### src/rtl/pdmc_pkg.sv
// ----------------------------------------------------------------------------
// pdmc_pkg: shared types and constants of the microcell charge block
// sizes, field widths, item kinds, register indexes and module interfaces
// ----------------------------------------------------------------------------
`default_nettype none

package pdmc_pkg;

	localparam int CELLS         = 4096;
	localparam int TABLE_ENTRIES = 20;

	localparam int CELL_AW = (CELLS > 1) ? $clog2(CELLS) : 1;
	localparam int TIDX_W  = $clog2(TABLE_ENTRIES);

	localparam int KIND_W   = 2;
	localparam int CELL_W   = 12;
	localparam int DRAW_W   = 16;
	localparam int ENTRY_W  = 5;
	localparam int VALUE_W  = 16;
	localparam int STEP_W   = 32;
	localparam int CHARGE_W = 48;
	localparam int THR_W    = 16;
	localparam int GAIN_W   = 16;
	localparam int SCALE_W  = 32;
	localparam int POS_W    = STEP_W + SCALE_W;
	localparam int FRAC_W   = 16;

	localparam int CELL_EXT_W  = 17;
	localparam int ENTRY_EXT_W = 9;
	localparam int CELL_WORD_W = STEP_W + 1;

	localparam int S_DATA_W = 56;
	localparam int M_DATA_W = 80;

	localparam int CFG_IDX_W  = 2;
	localparam int CFG_DATA_W = 32;

	localparam logic [KIND_W-1:0] KIND_PHOTON = 2'd0;
	localparam logic [KIND_W-1:0] KIND_CLOSE  = 2'd1;
	localparam logic [KIND_W-1:0] KIND_TABLE  = 2'd2;

	localparam logic [CFG_IDX_W-1:0] REG_THRESHOLD = 2'd0;
	localparam logic [CFG_IDX_W-1:0] REG_GAIN      = 2'd1;
	localparam logic [CFG_IDX_W-1:0] REG_SCALE     = 2'd2;

	localparam logic TBL_EFF  = 1'b0;
	localparam logic TBL_VOLT = 1'b1;

	typedef struct packed {
		logic               en;
		logic               choice;
		logic [TIDX_W-1:0]  addr;
		logic [VALUE_W-1:0] data;
	} tbl_wr_t;

	typedef struct packed {
		logic              start;
		logic              sat;
		logic [TIDX_W-1:0] addr;
		logic [FRAC_W-1:0] frac;
	} lut_req_t;

	typedef struct packed {
		logic               done;
		logic [VALUE_W-1:0] eff;
		logic [VALUE_W-1:0] volt;
	} lut_rsp_t;

endpackage

`default_nettype wire

### src/rtl/pdmc_ram.sv
// ----------------------------------------------------------------------------
// pdmc_ram: generic single-clock ram
// one write port, one read port with registered read data
// ----------------------------------------------------------------------------
`default_nettype none

module pdmc_ram #(
	parameter int WIDTH = 16,
	parameter int DEPTH = 16
) (
	input  logic                                  clk,
	input  logic                                  we,
	input  logic [((DEPTH > 1) ? $clog2(DEPTH) : 1)-1:0] waddr,
	input  logic [WIDTH-1:0]                      wdata,
	input  logic [((DEPTH > 1) ? $clog2(DEPTH) : 1)-1:0] raddr,
	output logic [WIDTH-1:0]                      rdata
);

	logic [WIDTH-1:0] mem [DEPTH];

	always_ff @(posedge clk) begin
		if (we) begin
			mem[waddr] <= wdata;
		end
		rdata <= mem[raddr];
	end

endmodule

`default_nettype wire

### src/rtl/pdmc_lut.sv
// ----------------------------------------------------------------------------
// pdmc_lut: efficiency and voltage tables with linear interpolation
// reads the two neighboring entries in turn and mixes them by the fraction
// ----------------------------------------------------------------------------
`default_nettype none

module pdmc_lut (
	input  logic               clk,
	input  logic               arst_n,
	input  pdmc_pkg::tbl_wr_t  wr,
	input  pdmc_pkg::lut_req_t req,
	output pdmc_pkg::lut_rsp_t rsp
);
	import pdmc_pkg::*;

	logic [TIDX_W-1:0]  addr_q;
	logic [FRAC_W-1:0]  frac_q;
	logic               sat_q;
	logic [TIDX_W-1:0]  hi_addr;
	logic [TIDX_W-1:0]  raddr;
	logic [VALUE_W-1:0] eff_rd;
	logic [VALUE_W-1:0] vol_rd;
	logic [VALUE_W-1:0] lo_eff_q;
	logic [VALUE_W-1:0] lo_vol_q;
	logic [32:0]        m_eff_lo_q;
	logic [31:0]        m_eff_hi_q;
	logic [32:0]        m_vol_lo_q;
	logic [31:0]        m_vol_hi_q;
	logic [32:0]        weight_lo;
	logic [32:0]        eff_sum;
	logic [32:0]        vol_sum;
	logic [VALUE_W-1:0] eff_q;
	logic [VALUE_W-1:0] vol_q;
	logic               p1_q;
	logic               p2_q;
	logic               p3_q;
	logic               done_q;

	assign hi_addr = sat_q ? addr_q : addr_q + 1'b1;
	assign raddr   = p1_q ? hi_addr : req.addr;

	pdmc_ram #(.WIDTH(VALUE_W), .DEPTH(TABLE_ENTRIES)) u_eff_ram (
		.clk   (clk),
		.we    (wr.en && (wr.choice == TBL_EFF)),
		.waddr (wr.addr),
		.wdata (wr.data),
		.raddr (raddr),
		.rdata (eff_rd)
	);

	pdmc_ram #(.WIDTH(VALUE_W), .DEPTH(TABLE_ENTRIES)) u_vol_ram (
		.clk   (clk),
		.we    (wr.en && (wr.choice == TBL_VOLT)),
		.waddr (wr.addr),
		.wdata (wr.data),
		.raddr (raddr),
		.rdata (vol_rd)
	);

	always_comb begin
		weight_lo = 33'h10000 - 33'(frac_q);
		eff_sum   = m_eff_lo_q + 33'(m_eff_hi_q);
		vol_sum   = m_vol_lo_q + 33'(m_vol_hi_q);
	end

	always_ff @(posedge clk or negedge arst_n) begin
		if (!arst_n) begin
			p1_q   <= 1'b0;
			p2_q   <= 1'b0;
			p3_q   <= 1'b0;
			done_q <= 1'b0;
		end else begin
			p1_q   <= req.start;
			p2_q   <= p1_q;
			p3_q   <= p2_q;
			done_q <= p3_q;
		end
	end

	always_ff @(posedge clk) begin
		if (req.start) begin
			addr_q <= req.addr;
			frac_q <= req.frac;
			sat_q  <= req.sat;
		end
		if (p1_q) begin
			lo_eff_q <= eff_rd;
			lo_vol_q <= vol_rd;
		end
		if (p2_q) begin
			m_eff_lo_q <= 33'(lo_eff_q) * weight_lo;
			m_eff_hi_q <= 32'(eff_rd) * 32'(frac_q);
			m_vol_lo_q <= 33'(lo_vol_q) * weight_lo;
			m_vol_hi_q <= 32'(vol_rd) * 32'(frac_q);
		end
		if (p3_q) begin
			eff_q <= sat_q ? lo_eff_q : eff_sum[31:16];
			vol_q <= sat_q ? lo_vol_q : vol_sum[31:16];
		end
	end

	assign rsp.done = done_q;
	assign rsp.eff  = eff_q;
	assign rsp.volt = vol_q;

endmodule

`default_nettype wire

### config.mk
export PLATFORM = sky130hd
export DESIGN_NAME = pdmc_lut
export DESIGN_NICKNAME = d
export VERILOG_FILES = /design/src/rtl/pdmc_pkg.sv /design/src/rtl/pdmc_ram.sv /design/src/rtl/pdmc_lut.sv
export SDC_FILE = /design/constraint.sdc
export NUM_CORES = 2
export LEC_CHECK = 0
export ABC_AREA = 1
export BUFFER_PORTS_ARGS = -buffer_cell sky130_fd_sc_hd__buf_4
export CAP_MARGIN = 20
export CORE_MARGIN = 4
export CORE_UTILIZATION = 35
export DETAILED_ROUTE_END_ITERATION = 7
export PLACE_DENSITY = 0.6
export SLEW_MARGIN = 40
export SYNTH_ARGS = -nofsm -noshare
export SYNTH_HDL_FRONTEND = slang
export SYNTH_HIERARCHICAL = 1
export SYNTH_SLANG_ARGS = --single-unit
export TNS_END_PERCENT = 1
### constraint.sdc
create_clock -name clk -period 12.4 [get_ports clk]
set_input_delay 2.48 -clock clk [delete_from_list [all_inputs] [get_ports clk]]
set_output_delay 2.48 -clock clk [all_outputs]
set_load 0.1 [all_outputs]
==> impl_metrics.json <==
{
  "antenna_found_initial": 5,
  "path_max_fanout": 37,
  "crit_arrival_ps": 8530,
  "cts_buffers": 97,
  "rr_worst_depth": 26,
  "cts_tree": "done",
  "synth_top_area_share_pct": 34.1,
  "min_period_ps": 8040,
  "ys_warn_count": 6,
  "grt_pass1_wl_mm": 333,
  "max_slew_margin_pct": 38.6,
  "cts.sinks": 890,
  "setup_viol": 0,
  "synthCells": 8522,
  "synth.area.top_cells": "edfxtp_1, fa_1, nand2_1, inv_1, ha_1",
  "clk_latency_ps": 780,
  "drt_iter0_drc": 4813,
  "wire_per_inst_um": 19.0,
  "met2_usage_pct": 31.3,
  "path_depth": 26,
  "vias_per_cell": 4.96,
  "synth-edff-count": 854,
  "die_h_um": 472,
  "netlist_area_um2": 75300,
  "rr_endpoint": "m_eff_lo_q[22]$_DFFE_PP_",
  "gp_congestion": 0.916,
  "via_count": 56500,
  "max_cap_viol_count": 0,
  "cp-start-kind": "flip-flop",
  "numPortBuffers": 80,
  "synth_ff_type": "edfxtp_1",
  "fillers": 21500,
  "cts-root-buf": "clkbuf_16",
  "startpoint": "frac_q[0]$_DFFE_PP_",
  "grt_max_degree": 107,
  "critPathSlowestCell": "clkinv_1",
  "hpwlAfterDp_mm": 154,
  "synth-seq-cells": 890,
  "syn_avg_cell_area_um2": 8.84,
  "cp_common_cell": "fa_1",
  "worstSetupEndpointType": "flip-flop",
  "holdPathStages": 4,
  "crit_buf_inv": 7,
  "gr-total-overflow": 0,
  "cts_resized": 0,
  "max_clock_freq_mhz": 124,
  "start_util_pct": 35.1,
  "drcViolationCount": 0,
  "grt.busiest_layer": "met2",
  "cts_hold_buf": 0,
  "nNetsFinal": 9804,
  "worstSetupPathType": "reg -> reg",
  "synth_top_cell_by_area": "edfxtp_1",
  "drtAntennaViolNets": 0,
  "cpLargestDelayFamily": "adder cells",
  "rsz0062_at_grt": "no",
  "post_cts.repair.setup_buffers": 0,
  "grt_pass1_vias": 56900,
  "firstDrtPassIters": 6,
  "min_path_type": "reg -> reg",
  "wl_mm": 216,
  "yosysSeqAreaShare_pct": 35.0,
  "multiInputGateArea_um2": 40800,
  "status": "finished clean",
  "critPathRequiredTime_ps": 12890,
  "syn-num-nets": 9868,
  "area_delta_synth_final_pct": 8.90,
  "skew_ps": 84.0,
  "pin_count": 81,
  "whs_ps": 605,
  "hp-start": "u_eff_ram/mem[16][2]$_DFFE_PP_",
  "die_area_um2": 223000,
  "path_clk_slew_ps": 70,
  "gr-usage-met3_pct": 3.21,
  "instances_no_fill": 11400,
  "cts_max_path_buffers": 3,
  "die_w_um": 472,
  "worst_pin_slew_ps": 915,
  "critPathMaxStageDelay_ps": 920,
  "maxSlewViolCount": 0,
  "reg2reg_from": "frac_q[0]$_DFFE_PP_",
  "layout-drive-gt1-share_pct": 5.05,
  "ff2ff_setup_slack_ps": 4360,
  "regArea_um2": 26400,
  "core_um2": 214000,
  "setup_tns_ps": 0,
  "hold_end": "u_eff_ram/rdata[2]$_DFF_P_",
  "htreeDepth": 3,
  "dp_cells": 11200,
  "final-hold-violation-count": 0,
  "postSynth.asyncResetShare_pct": 0.449,
  "fin_crit_sh_pct": 64.8,
  "rows": 170,
  "synth.distinct_cells": 49,
  "grt_usage_pct": 19.3,
  "use_met1_pct": 26.6
}
==> layout make-up <==
cell class / instances / area share, %
diodes: 5 / 0.0153
multi-input cells: 5574 / 49.8
flip-flops and latches: 890 / 32.2
repair buffers: 188 / 1.79
clock buffers: 129 / 3.20
clock inverters: 52 / 0.830
inverters: 1707 / 7.82
well taps: 2838 / 4.33
==> stage by stage <==
step	worst slack, ps	area (um^2)	util, %
2_1_floorplan	6200	75300	-
3_3_place_gp	4600	78600	36.6
3_5_place_dp	4470	78600	36.7
4_1_cts	4480	81900	38.2
5_1_grt	4050	82000	38.2
6_report	4360	82000	38.2
==> state kept, by name, summed over array words and instances, names as in the netlist, 32 cells and up <==
signal,count
u_vol_ram/mem,320
m_vol_hi_q,32
u_eff_ram/mem,320
m_vol_lo_q,32
m_eff_lo_q,32
m_eff_hi_q,32
==> worst max-delay path by stage <==
stage | slack, ps | endpoint
5_1_grt | 4050 | m_eff_lo_q[22]$_DFFE_PP_
6_report | 4360 | m_eff_lo_q[22]$_DFFE_PP_
3_3_place_gp | 4600 | m_eff_lo_q[22]$_DFFE_PP_
2_1_floorplan | 6200 | m_vol_lo_q[31]$_DFFE_PP_
3_5_place_dp | 4470 | m_eff_lo_q[22]$_DFFE_PP_
4_1_cts | 4480 | m_eff_lo_q[22]$_DFFE_PP_
==> worst min-delay path, stage by stage (launching register included) <==
cell,delay (ps)
edfxtp_1,310
nor2_1,40
o22ai_1,110
nand2_1,70
nand2_1,60
==> synth_stat cells, types with 34 or more instances <==
cell type	count
nand2_1	2481
inv_1	1689
edfxtp_1	854
fa_1	804
nand3_1	610
nor2_1	534
ha_1	494
clkbuf_1	206
a21oi_1	165
o21ai_0	137
buf_2	79
xor2_1	67
nand4_1	45
nor3_1	34
==> routing by layer <==
layer | up-vias | wire (um)
met5 | - | 0
met4 | 0 | 6150
met3 | 392 | 16100
met2 | 1980 | 100000
met1 | 28000 | 93800
li1 | 26100 | -
==> cells by family (layout without fill, tap and decap cells) <==
kind of cell,count (synthesis),count (layout),synth area share (%)
xor gates and xnor gates,92,92,1.07
AOI/OAI and AO/OA,388,388,2.81
buffers and inverters,2058,2076,10.8
adders and majority gates,1298,1298,29.6
other,0,5,0
and+or+nand+nor,3796,3796,20.7
DFF,890,890,35.0
==> placed cells by master (no fill, tap or decap), drive strengths merged, types with 14 or more instances in the layout <==
cell	instances
nand2	2491
inv	1703
edfxtp	854
fa	804
nand3	616
nor2	562
ha	494
buf	188
a21oi	165
o21ai	138
clkbuf	129
xor2	67
nand4	47
clkinv	42
nor3	35
o22ai	32
dfxtp	32
o21bai	25
xnor2	25
nand3b	24
a21o	14
Power is left out: the tool's default activity adds up to more than one toggle a clock period on the data nets, which glitch-free logic cannot reach.
