<file path="config.mk">
export PLATFORM = sky130hd
export DESIGN_NAME = pdmc_ram
export DESIGN_NICKNAME = d
export VERILOG_FILES = /design/src/rtl/pdmc_ram.sv
export SDC_FILE = /design/constraint.sdc
export NUM_CORES = 1
export LEC_CHECK = 0
export BUFFER_PORTS_ARGS = -buffer_cell sky130_fd_sc_hd__buf_4
export CAP_MARGIN = 10
export CORE_UTILIZATION = 35
export CTS_BUF_LIST = sky130_fd_sc_hd__clkbuf_16
export DETAILED_ROUTE_END_ITERATION = 10
export HOLD_SLACK_MARGIN = 0.12
export SLEW_MARGIN = 20
export SYNTH_ARGS = -nofsm -noshare
export SYNTH_HDL_FRONTEND = slang
export SYNTH_SLANG_ARGS = --single-unit
export TNS_END_PERCENT = 5
</file>
<file path="constraint.sdc">
create_clock -name clk -period 3 [get_ports clk]
set_clock_uncertainty 0.15 [all_clocks]
set_input_delay 0.3 -clock clk [delete_from_list [all_inputs] [get_ports clk]]
set_output_delay 0.3 -clock clk [all_outputs]
set_load 0.1 [all_outputs]
</file>
<file path="src/rtl/pdmc_ram.sv">
// ----------------------------------------------------------------------------
// pdmc_ram: generic single-clock ram
// one write port, one read port with registered read data
// ----------------------------------------------------------------------------
`default_nettype none

module pdmc_ram #(
	parameter int WIDTH = 16,
	parameter int DEPTH = 16
) (
	input  logic                                  clk,
	input  logic                                  we,
	input  logic [((DEPTH > 1) ? $clog2(DEPTH) : 1)-1:0] waddr,
	input  logic [WIDTH-1:0]                      wdata,
	input  logic [((DEPTH > 1) ? $clog2(DEPTH) : 1)-1:0] raddr,
	output logic [WIDTH-1:0]                      rdata
);

	logic [WIDTH-1:0] mem [DEPTH];

	always_ff @(posedge clk) begin
		if (we) begin
			mem[waddr] <= wdata;
		end
		rdata <= mem[raddr];
	end

endmodule

`default_nettype wire

</file>
==> results of run 1 <==
[state kept, by name (all words and copies together) (netlist names)]
name / flops
rdata: 16
mem: 256
[metrics by stage]
stage / cells / utilization (%) / total power [mW]
3_3_place_gp: 862 / 39.4 / 4.93
3_5_place_dp: 862 / 39.4 / 4.95
5_1_grt: 928 / 42.8 / 8.16
2_1_floorplan: 432 / - / 4.74
4_1_cts: 927 / 42.8 / 7.99
6_report: 928 / 42.8 / 7.91
[cells by family (layout without fill, tap and decap cells)]
family | after synthesis | in the layout | share of synthesized area, %
compound gates | 32 | 32 | 2.39
buf+inv | 21 | 138 | 1.23
flops | 272 | 272 | 79.7
mux | 64 | 64 | 14.7
other cells | 0 | 1 | 0
simple gates | 43 | 43 | 1.92
[routing by layer]
| layer | global-route usage [%] | wire (um) |
|---|---|---|
| met1 | 22.8 | 10000 |
| met2 | 23.3 | 9780 |
| met3 | 2.30 | 1310 |
| met5 | 0 | 0 |
| met4 | 3.84 | 388 |
[what timing repair did]
action / CTS / global route
setup buffers: 0 / 0
hold endpoints to repair: 256 / 0
hold buffers: 16 / 0
endpoints found under the setup margin: 0 / 0
[power groups by stage]
stage	Combinational [mW]	Clock (mW)	Sequential (mW)
after detailed placement	0.594	0	4.35
after global routing	0.640	3.24	4.28
final	0.605	3.03	4.27
after CTS	0.613	3.10	4.27
after floorplan	0.207	0	4.53
after global placement	0.584	0	4.35
[layout by cell type, fill, tap and decap left out, types with 4 or more instances in the layout]
master	count
dfxtp_1	16
dlygate4sd3_1	16
clkinv_1	4
buf_12	4
a22oi_1	32
nor3_2	4
nand2_1	17
nor2_2	12
buf_4	69
inv_1	12
mux4_2	54
mux4_1	10
clkbuf_16	27
edfxtp_1	256
clkinv_2	4
[layout make-up]
class                           instances  area share (%)
Timing Repair Buffer                   89            6.32
Clock inverter                         22           0.980
Multi-Input combinational cell        139            16.4
Sequential cell                       272            66.8
Tap cell                              378            3.94
Clock buffer                           27            5.63
Antenna cell                            1          0.0209
[final timing paths]
path                    from         end  slack [ps]  cells past startpoint
setup / recovery    rdata[9]    rdata[9]        1350                      1
hold / removal      waddr[0]  mem[12][1]         180                      3
setup reg to reg  mem[2][10]   rdata[10]        1470                      3
hold reg to reg   mem[7][12]   rdata[12]         520                      3
==> run_results.csv, run 1 <==
group,metric,value,unit
status,status,"finished clean",
synthesis,synth.cell_area,10000,sq um
final_layout,fill_cells,2410,
grt,gr-usage-all-layers,15.2,%
synthesis,synth_seq_area_share,79.7,%
critical_path,crit_chain,"buf_4",
sta,maxSlewViolCount,0,
sta,timing.final.crit_share,55.1,%
synthesis,async_flop_share,0,%
synthesis,yosys_warnings,0,
power_and_ir_drop,combinationalPowerShare,7.7,%
grt,grt_max_degree,36,
synthesis,yosys-top-cells-count,"256 x edfxtp_1, 54 x mux4_2, 32 x a22oi_1",
sta,setup_tns,0,ps
sta,finalHoldViolations,0,
grt,antenna_found_initial,1,
floorplan,core,28000,sq um
synthesis,synth_top_area_share,76.5,%
final_layout,area_growth,19.4,%
final_layout,drive_gt1_share,32.2,%
synthesis,syn-mean-instance-area,23.2,sq um
cts,ctsResizeCount,0,
synthesis,synthFlopType,"edfxtp_1",
cts,cts.sinks,272,
cts,root_buffer,"clkbuf_16",
grt,grt_pass1_wl,32000,um
critical_path,slowest_delay,370,ps
cts,clk_pin_slew,60,ps
place,hpwl,12100,um
critical_path,cp_max_fo,1,
final_layout,seq_area,8010,sq um
place,place_area,11000,sq um
routing,wl,21500,um
floorplan,pin_count,42,
synthesis,synth_seq_cells,272,
routing,wl_per_cell,23.2,um
sta,finalCriticalPeriod,1650,ps
power_and_ir_drop,clockPowerShare,38.3,%
synthesis,synthCells,432,
synthesis,synth_most_common_cell,"edfxtp_1",
critical_path,cp-start-kind,"flop",
critical_path,cp_num_buf_inv,1,
power_and_ir_drop,p_leak,3.95,nW
synthesis,yosysTopAreaCell,"edfxtp_1",
routing,ant_nets,0,
flow_run,drv_cap,0,
power_and_ir_drop,power.density,659,nW/um^2
power_and_ir_drop,p_sw_share,22.2,%
cts,clk_latency,520,ps
power_and_ir_drop,seqPwrFrac,54.0,%
sta,timing.final.ws_setup,1350,ps
routing,drtIter0Drc,423,
floorplan,rows,61,
cts,clockBufferDepth,3,
place,gp_congestion,0.710,
final_layout,multiInputGateArea,1960,sq um
final_layout,design_area,12000,sq um
power_and_ir_drop,p_switching,1.76,mW
cts,cts_tree,"yes",
routing,drc,0,
routing,num_vias,4765,
critical_path,worstPathArrival,1200,ps
floorplan,start_util,35.9,%
critical_path,required,2550,ps
place,io_buffers,41,
synthesis,synthDistinctLibCells,19,
cts,tritoncts.num_buffers,27,
routing,first_pass_iters,4,
synthesis,synth_edf_count,256,
critical_path,cp-end-kind,"output port",
floorplan,dieWidth,171,um
power_and_ir_drop,p_int,6.15,mW
sta,max-slew-margin-rel,51.5,%
worst_hold_path,hp-class,"in -> reg",
power_and_ir_drop,ir_worst_vdd,0.419,mV
synthesis,synth.top_cells.by_area,"edfxtp_1 77%, mux4_2 12%, dfxtp_1 3.2%",
critical_path,critPathKind,"reg -> out",
sta,setup_viol,0,
critical_path,slowest_stage,"dfxtp_1",
cts,htreeDepth,1,
grt,grt_pass1_vias,4969,
sta,hold_ws,177,ps
grt,overflow,0,
floorplan,die_y,171,um
floorplan,dieArea,29400,sq um
routing,vias_per_cell,5.13,
synthesis,syn_nets,458,
place,dp_slack,811,ps
sta,rsz0062_at_grt,"false",
final_layout,num-nets-final,555,
critical_path,cp_top_family,"flip-flops",
sta,worst_pin_slew,728,ps
sta,timing.fmax,605,MHz
(Power assumes the default switching activity.)
==> run 2, diff against run 1 <==
==> constraint.sdc (replaced) <==
create_clock -name clk -period 1.45 [get_ports clk]
set_clock_uncertainty 0.15 [all_clocks]
set_input_delay 0.145 -clock clk [delete_from_list [all_inputs] [get_ports clk]]
set_output_delay 0.145 -clock clk [all_outputs]
set_load 0.1 [all_outputs]
==> run 2 against run 1 <==
  * Register-to-register slack worse by 1400 ps
  * Critical path type unchanged
  * Clock-buffer cell count unchanged
  * Critical path depth unchanged
  * Die area unchanged
  * Combinational power up 130%
  * Total power up 120%
  * Sequential share of layout area down 3.1 points
  * Via count about the same
  * Routed wire length up 0.90%
  * Largest cell class unchanged
  * Non-clock buffer count up 7
  * Worst hold slack worse by 65 ps
==> run_results.csv, run 2 (synthesis results as in run 1) <==
group,metric,value,unit
sta,timing.final.ws_setup,28.2,ps
sta,timing.fmax,703,MHz
sta,setup_tns,0,ps
sta,rsz0062_at_grt,"true",
sta,timing.final.crit_share,98.1,%
place,io_buffers,41,
sta,maxSlewViolCount,0,
place,dp_slack,-233,ps
cts,htreeDepth,1,
floorplan,rows,61,
sta,finalHoldViolations,0,
cts,cts_tree,"yes",
critical_path,required,1150,ps
final_layout,final_cell_count_no_fill,933,
sta,finalCriticalPeriod,1420,ps
floorplan,start_util,35.9,%
worst_hold_path,hp-class,"in -> reg",
sta,worst_pin_slew,324,ps
cts,clockBufferDepth,3,
routing,first_pass_iters,7,
cts,clk_pin_slew,70,ps
final_layout,fill_cells,2354,
critical_path,rrSetupSlack,40,ps
cts,cts.sinks,272,
final_layout,reg_top3,"mem (256), rdata (16)",
final_layout,final_common_cell,"edfxtp_1",
critical_path,cp-end-kind,"output port",
grt,grt_pass1_wl,32200,um
cts,postCtsSetupBuffers,0,
cts,clk_latency,520,ps
final_layout,regMostFlops,"mem",
routing,drtIter0Drc,549,
final_layout,area_growth,25.3,%
sta,max-slew-margin-rel,78.4,%
floorplan,dieArea,29400,sq um
status,status,"finished clean",
floorplan,dieWidth,171,um
critical_path,slowest_delay,400,ps
routing,drc,0,
critical_path,cp_max_fo,1,
grt,antenna_found_initial,1,
grt,grt_pass1_vias,5046,
floorplan,pin_count,42,
place,placedCellCount,866,
critical_path,crit_chain,"buf_12",
critical_path,cp_num_buf_inv,1,
power_and_ir_drop,fin_total_pwr,17.3,mW
flow_run,drv_cap,0,
grt,grt_max_degree,33,
final_layout,mostFrequentLayoutCells,"256 x edfxtp_1, 58 x mux4_2, 42 x buf_4",
floorplan,core,28000,sq um
power_and_ir_drop,p_leak,4.11,nW
routing,vias_per_cell,5.10,
final_layout,diodes,0,
grt,overflow,0,
place,hpwl,12000,um
critical_path,worstPathArrival,1130,ps
cts,tritoncts.num_buffers,26,
final_layout,num-nets-final,561,
cts,holdBufCountCts,19,
grt,gr-usage-all-layers,15.3,%
final_layout,final_core_util,44.9,%
routing,ant_nets,0,
critical_path,critPathKind,"reg -> out",
place,gp_congestion,0.736,
final_layout,drive_gt1_share,37.8,%
cts,root_buffer,"clkbuf_16",
critical_path,cp_top_family,"flip-flops",
routing,wl_per_cell,23.3,um
final_layout,largest_reg_flops,256,
critical_path,cp-start-kind,"flop",
routing,num_vias,4761,
sta,setup_viol,0,
floorplan,die_y,171,um
critical_path,slowest_stage,"dfxtp_1",
routing,wl,21700,um
power_and_ir_drop,power.density,1380,nW/um^2
power_and_ir_drop,ir_worst_vdd,0.700,mV
==> run 2: changes by cell type in the layout (fill, tap and decap cells not counted), sizes merged <==
cell | previous run | this run
inv | 12 | 4
bufinv | 1 | 5
dlygate4sd3 | 16 | 18
buf | 73 | 77
dlymetal6s4s | 0 | 1
clkinv | 8 | 11
diode | 1 | 0
==> run 2: routing by layer <==
layer | routed length (um) | global-route usage, % | part of all wire (%)
met1 | 9380 | 21.2 | 43
met2 | 10400 | 25.1 | 48
met3 | 1480 | 2.55 | 6.8
met4 | 435 | 4.19 | 2.0
met5 | 10 | 0 | 0.046
==> run 2: worst min-delay path: stages <==
cell and delay, ps:
buf_4 90, or3b_4 150, nor3_4 50, buf_12 160
==> run 2: where the power goes <==
group          switching (mW)  internal [mW]  leakage [nW]
clock network            2.81           4.26         0.466
registers              0.0682           8.79          2.45
logic                   0.865          0.526          1.20
total                    3.74           13.6          4.11
==> run 2: through the flow <==
stage | cell area [sq um] | hold slack, ps
floorplan | 10100 | 93.9
global placement | 11400 | 281
detailed placement | 11400 | 297
CTS | 12500 | 94.4
global route | 12600 | 113
finish | 12600 | 112
==> run 2: final timing paths <==
kind,endpoint,depth (start not counted),from
worst min register to register,rdata[4],3,mem[15][4]
worst max register to register,rdata[5],3,mem[3][5]
worst max-delay path,rdata[11],1,rdata[11]
worst min-delay path,mem[0][8],4,waddr[3]
==> run 2: cell type report <==
cell class	count	area, sq um	area share, %
Clock inverter	21	226	1.80
Multi-Input combinational cell	139	2050	16.3
Timing Repair Buffer	96	1150	9.15
Tap cell	378	473	3.76
Sequential cell	272	8010	63.6
Clock buffer	27	676	5.37
==> run 2: timing repair <==
item | 4_1_cts | 5_1_grt
hold endpoints to repair | 288 | 11
resized for setup | 17 | 20
endpoints found under the setup margin | 9 | 13
cloned | 0 | 0
pin swaps | 0 | 3
==> run 3, diff against run 2 <==
--- a/config.mk
+++ b/config.mk
@@ -7,10 +7,11 @@
 export LEC_CHECK = 0
 export BUFFER_PORTS_ARGS = -buffer_cell sky130_fd_sc_hd__buf_4
 export CAP_MARGIN = 10
-export CORE_UTILIZATION = 35
+export CORE_UTILIZATION = 45
 export CTS_BUF_LIST = sky130_fd_sc_hd__clkbuf_16
 export DETAILED_ROUTE_END_ITERATION = 10
 export HOLD_SLACK_MARGIN = 0.12
+export RECOVER_POWER = 100
 export SLEW_MARGIN = 20
 export SYNTH_ARGS = -nofsm -noshare
 export SYNTH_HDL_FRONTEND = slang
==> run 3 against run 2 <==
  * Flip-flop and latch count stayed put
  * Sequential power hardly changed
  * Design area is 2.9% lower
  * Critical path type is now in -> reg
==> run_results.csv, run 3 (synthesis results as in run 1) <==
group,metric,value,unit
flow_run,drv_cap,0,
cts,tritoncts.num_buffers,25,
power_and_ir_drop,p_sw_share,21.5,%
power_and_ir_drop,power.density,1390,nW/um^2
cts,cts_tree,"yes",
sta,max-slew-margin-rel,56.4,%
cts,root_buffer,"clkbuf_16",
routing,wl_per_cell,24.9,um
power_and_ir_drop,clockPowerShare,39.9,%
power_and_ir_drop,ir_worst_vdd,0.685,mV
critical_path,cp-end-kind,"flop",
critical_path,worstPathArrival,1490,ps
place,gp_congestion,0.726,
routing,drc,0,
final_layout,regMostFlops,"mem",
final_layout,reg_top3,"mem (256), rdata (16)",
final_layout,largest_reg_flops,256,
critical_path,critPathKind,"in -> reg",
power_and_ir_drop,p_int,13.3,mW
power_and_ir_drop,fin_total_pwr,17.0,mW
floorplan,die_y,151,um
grt,antenna_found_initial,0,
critical_path,cp-start-kind,"input pin",
power_and_ir_drop,seqPwrFrac,52.2,%
floorplan,pin_count,42,
power_and_ir_drop,combinationalPowerShare,7.9,%
floorplan,dieArea,22900,sq um
critical_path,crit_chain,"dlygate4sd3_1 -> buf_4 -> clkbuf_2 -> nor3_4 -> buf_8",
place,io_buffers,41,
sta,hold_ws,56.5,ps
grt,grt_max_degree,25,
routing,first_pass_iters,4,
routing,vias_per_cell,5.63,
place,hpwl,11200,um
final_layout,diodes,0,
sta,maxSlewViolCount,0,
grt,grt_pass1_vias,4946,
final_layout,area_growth,21.6,%
cts,holdBufCountCts,22,
sta,setup_tns,0,ps
sta,timing.fmax,695,MHz
sta,rsz0062_at_grt,"true",
power_and_ir_drop,p_switching,3.64,mW
cts,clockBufferDepth,3,
floorplan,dieWidth,151,um
status,status,"finished clean",
cts,htreeDepth,1,
critical_path,cp_top_family,"buffers and inverters",
routing,num_vias,4709,
cts,cts.sinks,272,
final_layout,mostFrequentLayoutCells,"256 x edfxtp_1, 58 x mux4_2, 29 x a22oi_1",
sta,timing.final.crit_share,99.2,%
worst_hold_path,hp-class,"in -> reg",
critical_path,cp_num_buf_inv,4,
sta,setup_viol,0,
final_layout,final_core_util,56.0,%
grt,overflow,0,
final_layout,num-nets-final,564,
floorplan,core,21800,sq um
critical_path,required,1500,ps
critical_path,cp_max_fo,16,
routing,ant_nets,0,
routing,drtIter0Drc,472,
sta,finalCriticalPeriod,1440,ps
critical_path,slowest_stage,"dlygate4sd3_1",
cts,clk_latency,520,ps
final_layout,drive_gt1_share,31.6,%
routing,wl,20800,um
power_and_ir_drop,p_leak,4.00,nW
grt,gr-usage-all-layers,19.3,%
floorplan,start_util,46.0,%
critical_path,slowest_delay,540,ps
final_layout,final_common_cell,"edfxtp_1",
floorplan,rows,54,
sta,worst_pin_slew,653,ps
cts,clk_pin_slew,60,ps
sta,finalHoldViolations,0,
grt,grt_pass1_wl,30800,um
cts,postCtsSetupBuffers,0,
## run 3: cell count changes in the layout (fill, tap and decap cells not counted), sizes merged
cell,previous run,this run
buf,77,58
clkbuf,27,46
clkinv,11,7
clkinvlp,1,3
dlygate4sd3,18,21
dlymetal6s4s,1,0
inv,4,6
## run 3: final cells by class
type | count | area (sq um)
Fill cell | 1635 | 9610
Sequential cell | 272 | 8010
Multi-Input combinational cell | 139 | 1990
Timing Repair Buffer | 100 | 1010
Clock buffer | 25 | 626
Tap cell | 280 | 350
Clock inverter | 21 | 231
## run 3: repair_timing
item | 4_1_cts | 5_1_grt
resized for setup | 14 | 14
endpoints found under the hold margin | 288 | 16
setup endpoints to repair | 10 | 40
cloned | 0 | 0
## run 3: power groups by stage
stage | combinational (mW) | clock (mW) | sequential [mW]
after floorplan | 0.436 | 0 | 9.38
after global placement | 1.29 | 0 | 9.00
after detailed placement | 1.30 | 0 | 9.01
after CTS | 1.38 | 6.85 | 8.85
after global routing | 1.41 | 7.15 | 8.87
final | 1.34 | 6.76 | 8.85
## run 3: path summary, 6_finish.rpt
kind | endpoint | start | slack (ps) | cells past startpoint
max | mem[12][3] | waddr[1] | 10 | 5
min | rdata[2] | raddr[0] | 60 | 4
max reg2reg | rdata[4] | mem[11][4] | 20 | 3
min reg2reg | rdata[3] | mem[12][3] | 510 | 3
## run 3: metrics by stage
stage	cell area [sq um]	setup WS, ps	std cells
after floorplan	10100	-179	432
after global placement	11300	-250	770
after detailed placement	11300	-251	770
after CTS	12400	1.81	838
after global routing	12200	-9.57	837
final	12200	11.9	837
## run 3: layer usage
layer  up-vias  track usage, %  share of wire, %  wire length (um)
met5         -               0                 0                 0
met4         0            5.60               2.0               411
met3        28            2.89               5.4              1130
met2       140            30.1                48             10100
met1      2493            28.4                44              9240
li1       2048               -                 -                 -
## run 3: tightest hold or removal path: stages
cell     delay (ps)
buf_4           160
mux4_2          240
a22oi_1          60
nand2_1          70
